$ cat config.mk
export PLATFORM = sky130hd
export DESIGN_NAME = rgba_blend_three_mode_unit
export DESIGN_NICKNAME = d
export VERILOG_FILES = /design/src/hdl/rbm_pkg.sv /design/src/hdl/rbm_lane.sv /design/src/hdl/rbm_merge.sv /design/src/hdl/rgba_blend_three_mode_unit.sv
export SDC_FILE = /design/constraint.sdc
export NUM_CORES = 2
export LEC_CHECK = 0
export BUFFER_PORTS_ARGS = -buffer_cell sky130_fd_sc_hd__buf_2
export CORE_AREA = 2 2 364 366
export CTS_BUF_LIST = sky130_fd_sc_hd__clkbuf_8
export CTS_CLUSTER_SIZE = 28
export DETAILED_ROUTE_END_ITERATION = 6
export DIE_AREA = 0 0 366 368
export PLACE_DENSITY = 0.61
export SETUP_SLACK_MARGIN = 0.5
export SLEW_MARGIN = 15
export SYNTH_ARGS = -nofsm -noshare
export SYNTH_HDL_FRONTEND = slang
export SYNTH_HIERARCHICAL = 1
export SYNTH_SLANG_ARGS = --single-unit
$ cat constraint.sdc
create_clock -name clk -period 8.6 [get_ports clk]
set_input_delay 2.58 -clock clk [delete_from_list [all_inputs] [get_ports clk]]
set_output_delay 2.58 -clock clk [all_outputs]
set_load 0.005 [all_outputs]
$ cat src/hdl/rbm_pkg.sv
`default_nettype none

package rbm_pkg;

  localparam logic [7:0] MAXV = 8'd255;

  // blend mode register codes
  typedef enum logic [1:0] {
    MODE_OVER = 2'd0,
    MODE_MULT = 2'd1,
    MODE_ADD  = 2'd2,
    MODE_KEEP = 2'd3
  } mode_t;

  // which candidate the output stage takes
  typedef enum logic [2:0] {
    PICK_DST  = 3'd0,
    PICK_SRC  = 3'd1,
    PICK_OVER = 3'd2,
    PICK_MULT = 3'd3,
    PICK_ADD  = 3'd4
  } pick_t;

  // control that travels with a word into the output stage
  typedef struct packed {
    logic  valid;
    pick_t pick;
  } ctl_t;

  // per-channel candidates from one lane
  typedef struct packed {
    logic [7:0] dst;
    logic [7:0] src;
    logic [7:0] over;
    logic [7:0] mult;
    logic [7:0] add;
  } lane_res_t;

  // floor(x / 255) for x up to 255*255
  function automatic logic [7:0] div255(input logic [15:0] x);
    logic [16:0] t;
    t = {1'b0, x} + {9'd0, x[15:8]} + 17'd1;
    return t[15:8];
  endfunction

endpackage

`default_nettype wire

$ cat src/hdl/rbm_lane.sv
`default_nettype none

module rbm_lane import rbm_pkg::*; (
  input  wire logic      clk,
  input  wire logic      load,
  input  wire logic [7:0] d,
  input  wire logic [7:0] s,
  input  wire logic [7:0] a1,
  input  wire logic [7:0] a2,
  output lane_res_t      res
);

  logic [15:0] over_sum;
  logic [16:0] add_sum;
  logic [15:0] t1_prod;
  logic [15:0] t2_prod;
  logic [15:0] mult_prod;

  logic [7:0] d_q;
  logic [7:0] s_q;
  logic [7:0] over_q;
  logic [8:0] add_q;
  logic [7:0] t1;
  logic [7:0] t2;

  // first stage products
  always_comb begin
    over_sum = {8'd0, d} * {8'd0, MAXV - a2} + {8'd0, s} * {8'd0, a2};
    add_sum  = {9'd0, d} * {9'd0, a1} + {9'd0, s} * {9'd0, a2};
    t1_prod  = {8'd0, a1} * {8'd0, MAXV - d};
    t2_prod  = {8'd0, a2} * {8'd0, MAXV - s};
  end

  // first stage register
  always_ff @(posedge clk) begin
    if (load) begin
      d_q    <= d;
      s_q    <= s;
      over_q <= over_sum[15:8];
      add_q  <= add_sum[16:8];
      t1     <= MAXV - t1_prod[15:8];
      t2     <= MAXV - t2_prod[15:8];
    end
  end

  // second stage: multiply product and saturation
  assign mult_prod = {8'd0, t1} * {8'd0, t2};

  always_comb begin
    res.dst  = d_q;
    res.src  = s_q;
    res.over = over_q;
    res.mult = mult_prod[15:8];
    res.add  = add_q[8] ? MAXV : add_q[7:0];
  end

endmodule

`default_nettype wire

$ cat src/hdl/rbm_merge.sv
`default_nettype none

module rbm_merge import rbm_pkg::*; (
  input  wire logic       clk,
  input  wire logic       rst,
  input  wire ctl_t       ctl_in,
  input  wire logic [7:0] a1,
  input  wire logic [7:0] a2,
  input  wire lane_res_t  lane_red,
  input  wire lane_res_t  lane_green,
  input  wire lane_res_t  lane_blue,
  output logic            done,
  output logic [7:0]      out_red,
  output logic [7:0]      out_green,
  output logic [7:0]      out_blue,
  output logic [7:0]      out_alpha
);

  ctl_t        ctl;
  logic [7:0]  a1_q;
  logic [7:0]  a2_q;
  logic [15:0] alpha_prod;
  logic [7:0]  over_alpha;
  logic [8:0]  add_alpha_sum;
  logic [7:0]  add_alpha;
  logic [7:0]  alpha_next;

  // first stage control and alpha product
  always_ff @(posedge clk) begin
    if (rst) begin
      ctl.valid <= 1'b0;
    end else begin
      ctl.valid <= ctl_in.valid;
    end
    ctl.pick <= ctl_in.pick;
    if (ctl_in.valid) begin
      a1_q       <= a1;
      a2_q       <= a2;
      alpha_prod <= {8'd0, a1} * {8'd0, MAXV - a2};
    end
  end

  // alpha candidates
  always_comb begin
    over_alpha    = a2_q + div255(alpha_prod);
    add_alpha_sum = {1'b0, a1_q} + {1'b0, a2_q};
    add_alpha     = add_alpha_sum[8] ? MAXV : add_alpha_sum[7:0];
  end

  always_comb begin
    case (ctl.pick)
      PICK_SRC:  alpha_next = a2_q;
      PICK_OVER: alpha_next = over_alpha;
      PICK_MULT: alpha_next = MAXV;
      PICK_ADD:  alpha_next = add_alpha;
      default:   alpha_next = a1_q;
    endcase
  end

  function automatic logic [7:0] pick_ch(input pick_t p, input lane_res_t r);
    logic [7:0] v;
    case (p)
      PICK_SRC:  v = r.src;
      PICK_OVER: v = r.over;
      PICK_MULT: v = r.mult;
      PICK_ADD:  v = r.add;
      default:   v = r.dst;
    endcase
    return v;
  endfunction

  // output register and strobe
  always_ff @(posedge clk) begin
    if (rst) begin
      done <= 1'b0;
    end else begin
      done <= ctl.valid;
    end
    if (ctl.valid) begin
      out_red   <= pick_ch(ctl.pick, lane_red);
      out_green <= pick_ch(ctl.pick, lane_green);
      out_blue  <= pick_ch(ctl.pick, lane_blue);
      out_alpha <= alpha_next;
    end
  end

endmodule

`default_nettype wire

$ cat src/hdl/rgba_blend_three_mode_unit.sv
`default_nettype none

// rgba blend unit: composites one 8-bit rgba source pixel over a destination pixel
// input: a word is taken at each rising edge with start high and busy low; busy
//   is always low, so a new pixel may be started every cycle
// output: done is high for exactly one cycle with out_red/green/blue/alpha,
//   via the first stage and output registers; there is no backpressure
// throughput: one pixel per cycle, set by the two-stage channel lanes (products
//   in the first stage, multiply product and selection in the second)
// config: blend_mode is written when blend_mode_we is high; the mode is sampled
//   with each pixel, so words already in flight keep their mode
//   0 over, 1 multiplicative, 2 additive saturating, 3 keep destination
// special cases: a transparent source passes the destination; an empty
//   destination or opaque source copies the source
// reset: rst clears the pipeline valid bits and sets the mode to over;
//   no word is in flight afterwards
module rgba_blend_three_mode_unit import rbm_pkg::*; (
  input  wire logic       clk,
  input  wire logic       rst,
  input  wire logic       start,
  output logic            busy,
  input  wire logic       blend_mode_we,
  input  wire logic [1:0] blend_mode,
  input  wire logic [7:0] dst_red,
  input  wire logic [7:0] dst_green,
  input  wire logic [7:0] dst_blue,
  input  wire logic [7:0] dst_alpha,
  input  wire logic [7:0] src_red,
  input  wire logic [7:0] src_green,
  input  wire logic [7:0] src_blue,
  input  wire logic [7:0] src_alpha,
  output logic            done,
  output logic [7:0]      out_red,
  output logic [7:0]      out_green,
  output logic [7:0]      out_blue,
  output logic [7:0]      out_alpha
);

  mode_t     mode;
  ctl_t      ctl_in;
  logic      load;
  lane_res_t lane_red;
  lane_res_t lane_green;
  lane_res_t lane_blue;

  assign busy = 1'b0;
  assign load = start && !busy;

  // mode register
  always_ff @(posedge clk) begin
    if (rst) begin
      mode <= MODE_OVER;
    end else if (blend_mode_we) begin
      mode <= mode_t'(blend_mode);
    end
  end

  // special cases and mode decide the candidate
  always_comb begin
    ctl_in.valid = load;
    if (src_alpha == 8'd0) begin
      ctl_in.pick = PICK_DST;
    end else if (dst_alpha == 8'd0 || src_alpha == MAXV) begin
      ctl_in.pick = PICK_SRC;
    end else begin
      case (mode)
        MODE_OVER: ctl_in.pick = PICK_OVER;
        MODE_MULT: ctl_in.pick = PICK_MULT;
        MODE_ADD:  ctl_in.pick = PICK_ADD;
        default:   ctl_in.pick = PICK_DST;
      endcase
    end
  end

  // one lane per color channel
  rbm_lane u_lane_red (
    .clk  (clk),
    .load (load),
    .d    (dst_red),
    .s    (src_red),
    .a1   (dst_alpha),
    .a2   (src_alpha),
    .res  (lane_red)
  );

  rbm_lane u_lane_green (
    .clk  (clk),
    .load (load),
    .d    (dst_green),
    .s    (src_green),
    .a1   (dst_alpha),
    .a2   (src_alpha),
    .res  (lane_green)
  );

  rbm_lane u_lane_blue (
    .clk  (clk),
    .load (load),
    .d    (dst_blue),
    .s    (src_blue),
    .a1   (dst_alpha),
    .a2   (src_alpha),
    .res  (lane_blue)
  );

  // alpha path and output selection
  rbm_merge u_merge (
    .clk        (clk),
    .rst        (rst),
    .ctl_in     (ctl_in),
    .a1         (dst_alpha),
    .a2         (src_alpha),
    .lane_red   (lane_red),
    .lane_green (lane_green),
    .lane_blue  (lane_blue),
    .done       (done),
    .out_red    (out_red),
    .out_green  (out_green),
    .out_blue   (out_blue),
    .out_alpha  (out_alpha)
  );

endmodule

`default_nettype wire

# Yosys cells after proc, flatten, opt, wreduce, memory -nomap -nowiden
# Cells that the tools add are included.
# word_totals
regBits	218
in_bits	70
output_inout_bits	34
word_cells	97
# classes
add_sub_neg	23
n_mul	22
n_eq_ne	7
mux	10
n_reduce_logical	5
# op_table
cell	n
8-bit by 8-bit multiplier with 16-bit output	22
8-bit case mux with 4 select lines	4
8-bit subtractor (first input constant)	13
16-bit by 16-bit adder with 17-bit output	3
16-bit adder	3
8-bit 2-to-1 mux	4
16-bit by 1-bit adder with 16-bit output (second input constant)	1
16-bit by 8-bit adder with 16-bit output	1
8-bit zero test	2
8-bit by 8-bit adder with 9-bit output	1
3-bit case mux with 3 select lines	1
8-bit adder	1
8-bit == test (second input constant)	1
3-bit by 2-bit == test with 1-bit output (second input constant)	2
3-bit by 1-bit == test with 1-bit output (second input constant)	1
3-bit == test (second input constant)	1
2-bit by 1-bit == test with 1-bit output (second input constant)	1
2-bit == test (second input constant)	1
2-bit zero test	1
2-bit OR reduction	1
1-bit logical OR	1
1-bit 2-to-1 mux	1

# Depth between registers and ports, before layout
# depth
ltp_word	4
ltp_mapped	21
mapped_depth_nobuf	20

# Modules after synthesis
# Netlist, hierarchy kept.
# by_module_without_submodules
module	n_inst	cells_each	area_each_um2	seq_area_each_um2
rbm_lane at u_lane_green	1	1566	14816.7	1471.4
rbm_lane at u_lane_blue	1	1541	14725.4	1471.4
rbm_lane at u_lane_red	1	1542	14647.8	1471.4
rbm_merge	1	632	6439.9	2021.9
rgba_blend_three_mode_unit	1	22	182.7	40.0

# Least setup slack after synthesis
# OpenSTA, ideal clock, no wires.
# synth_timing
kind	input to register
from	in src_alpha[7]
to	reg u_lane_blue.add_q[7] (data pin)
setup_ns	0.261
arrival_ns	7.854
t_required_ns	8.339
setup_slack_ns	0.486
stages	19
path_buffers	1
path_cell_list	clkbuf_1 and2_1 fa_1 inv_1 fa_1 fa_1 inv_1 fa_1 fa_1 inv_1 fa_1 inv_1 ha_1 a21o_1 a21o_1 a221oi_4 nand2_2 o221a_2 o311a_1
# synth_between
elab_chain_cells	2
# synth_lines
element	line	rtl
start, declared	rgba_blend_three_mode_unit.sv:31	input wire logic [7:0] src_alpha,
8-bit by 8-bit multiplier with 16-bit output	rbm_lane.sv:29	add_sum = {9'd0, d} * {9'd0, a1} + {9'd0, s} * {9'd0, a2};
16-bit by 16-bit adder with 17-bit output	rbm_lane.sv:29	
net u_lane_blue.add_sum[15]	rbm_lane.sv:14	logic [16:0] add_sum;
end signal, assigned	rbm_lane.sv:40	add_q <= add_sum[16:8];
end, declared	rbm_lane.sv:22	logic [8:0] add_q;
# The timed path passes the listed nets, and every way through them passes these cells.
# A chain may end at the register's enable or synchronous reset.

# Final worst setup path
# layout_timing
from	in src_alpha[2]
to	reg u_lane_red.add_q[8] (data pin)
# layout_between
elab_chain_cells	2
# layout_lines
element	line
8-bit by 8-bit multiplier with 16-bit output	rbm_lane.sv:29
16-bit by 16-bit adder with 17-bit output	rbm_lane.sv:29
net u_lane_red.add_sum[16]	rbm_lane.sv:14
end signal, assigned	rbm_lane.sv:40
end, declared	rbm_lane.sv:22
# The timed path passes the listed nets, and every way through them passes these cells.

==> metrics <==
clk root buf=clkbuf_8; Die Ht=368 µm; sequential area share after synthesis=12.75%; Ports=104; Reg2Reg Depth=17; detailed-route via count=36.30k; Inserted Clock Buffers=47; Top FF cell, synth=edfxtp_1; setup bufs post-CTS=0; remaining antenna violation count=0; Crit path depth=22; gr ovfl total=0; Mapped Area=50810 µm²; H-tree Lvls=2; main combinational cell family by area after synthesis=adder cells; fmax=128.4 MHz; Max Root-Sink Buffers=3; global-route wire length before repair=219400 µm; WP buf/inv=6; CORE AREA=130800 µm²; Worst-Skew Late Latency=0.69 ns; cell count after placement=7125; area share of fa/ha/maj cells after synthesis=50.11%; hold_buf cts=0; area grow syn2layout=8.377%; simple-gate area share of the yosys netlist=17.65%; largest net degree at the start of global routing=113; vias in the first global route=38.94k; area fraction in compound gates after synthesis=6.040%; Crit path arrival time=8.22 ns; # setup viols final=0; port bufs=102; Cell Rows=133; Worst Path Max Fanout=16; HPWL after DPL=110800 µm; Yosys top cell area share=33.76%; 1st-iter DRT viols=2021; Post-synth EDFFs=211; cell taking the most area after synthesis=fa_1; Resized Gates After CTS=0; vias per inst=5.032; max_cap viols=0; Worst Setup Path Type=input pin to flop; critical path's largest stage delay=0.54 ns; count of unique library cells instantiated by Yosys=101; worst-path cell chain=buf_4 -> buf_4 -> nand2_1 -> fa_1 -> inv_1 -> fa_1 -> inv_1 -> fa_1 -> xnor2_1 -> ha_1 -> a21o_1 -> fa_1 -> inv_1 -> fa_1 -> inv_1 -> ha_1 -> and3_1 -> a221o_1 -> a21o_1 -> o21ai_0 -> nand3_1 -> o211a_1; Sinks on Clock Net=218; Post-synth top cells=inv_1, fa_1, ha_1; CP Capture Type=flop; most common cell in the synthesized netlist=inv_1; Setup Skew=0.01890 ns; Min-Delay Path Depth=1; yosys warns=6; Max Transition Viols Final=0; HP Class=flop to flop; flops & latches, synth=218; initial core utilization=38.85%; Post-Syn Instances=5303; period utilization=90.54%; Critical Path Source Type=input pin; Post-Route WL=139000 µm; syn_area_per_cell=9.582 µm²; die span in x=366 µm; fin crit period=7.786 ns; status=completed; fin nets=7010; endpoints failing hold=0; TritonCTS clock tree=yes; DRC=0; fraction of registers with async set/reset=0%; RSZ-0062 raised after global routing=no; slew margin rel.=25.56%; final std cells w/o fill=7215; layout cells sized above 1=7.039%; Synth area leaders=fa_1, ha_1, edfxtp_1; All-Layer GR Usage=21.03%; synthesized net count=6894; die area=134700 µm²; xor-xnor portion of the synthesized cell area=2.654%; Crit path required time=9.03 ns; worst slew pin tran=1.105 ns; GP Congestion=0.8900; Crit-path slowest cell=fa_1; initial antenna violation count=13; final setup TNS=0 ns; mux share of post-synthesis cell area=0.7239%; CTS clk-pin slew, worst paths=0.06 ns; CP delay by family, top=adder cells; most used cell, CP=fa_1; routed len/inst=19.26 µm; Pre-antenna DRT Iters=5
[path summary, 6_finish.rpt]
check        slack (ns)                       start                             to
max                0.81                src_alpha[2]  u_lane_red/add_q[8]$_DFFE_PP_
min reg2reg        0.55   u_merge/ctl[3]$_SDFF_PP0_        u_merge/done$_SDFF_PP0_
min                0.55   u_merge/ctl[3]$_SDFF_PP0_        u_merge/done$_SDFF_PP0_
max reg2reg        3.02  u_lane_red/t2[2]$_DFFE_PP_   u_merge/out_red[4]$_DFFE_PP_
[area by class of cell]
cell class,count,area (µm²)
inverter,1191,4471
clock inverter,36,335.3
sequential,218,6481
antenna,5,12.51
multi-input combinational,3727,39220
tap,1755,2196
fill,12915,75730
clock buffer,49,674.4
timing repair buffer,234,1678
[cells by family after synthesis]
kind of cell | Yosys count
multiplexers | 19
XOR/XNOR | 154
AND/OR/NAND/NOR | 1589
buffers and inverters | 1358
other | 1
AO/OA/AOI/OAI | 443
adder cells (fa/ha/maj) | 1521
flip-flops | 218
[per-stage QoR]
step | hold WS [ns] | setup slack [ns] | utilization [%] | area, µm²
floorplan | 0.4454 | 0.5303 | - | 50810
global placement | 0.5313 | 0.2207 | 41.32 | 54050
detailed placement | 0.5362 | 0.1372 | 41.32 | 54050
CTS | 0.5520 | 0.8880 | 42.09 | 55060
global route | 0.5598 | 0.6188 | 42.09 | 55060
finish | 0.5533 | 0.8137 | 42.10 | 55070
[layout by cell type (no fill, tap or decap), types with 10 or more instances in the layout]
cell type  count
nor2_1       111
nor2b_1      355
edfxtp_1     211
xnor2_1      101
fa_1         857
nand2_1      309
nand4_1       13
o21bai_1      13
nand3_1       29
a211oi_1      14
buf_2         94
buf_4        127
mux4_2        14
o21a_1        31
and2_1       346
clkbuf_8      50
nor4_1        10
nor3_1        25
o21ai_0       71
a221o_1       10
inv_1       1203
a21o_1        52
or2_2         31
a21oi_1       97
and3_1        12
buf_12        12
a31oi_1       28
nand2b_1     286
a221oi_1      12
o21ai_1       11
ha_1         664
xor2_1        53
[metal layers]
layer	part of all wire, %	global-route usage (%)	vias up	wire, µm
met5	0.034	0	-	47
met4	3.7	7.502	8	5099
met3	6.3	3.822	222	8766
met2	47	35.46	916	65970
met1	43	26.99	18517	59100
li1	-	-	16641	-
[flip-flops by register name, summed over array words and instances (netlist names), 9 cells and up]
| register | count |
|---|---|
| u_lane_red/add_q | 9 |
| u_lane_green/add_q | 9 |
| u_lane_blue/add_q | 9 |
| u_merge/alpha_prod | 16 |
Power is not shown: default switching activity piles up to over one toggle a cycle in this logic, so the estimate is an artifact.
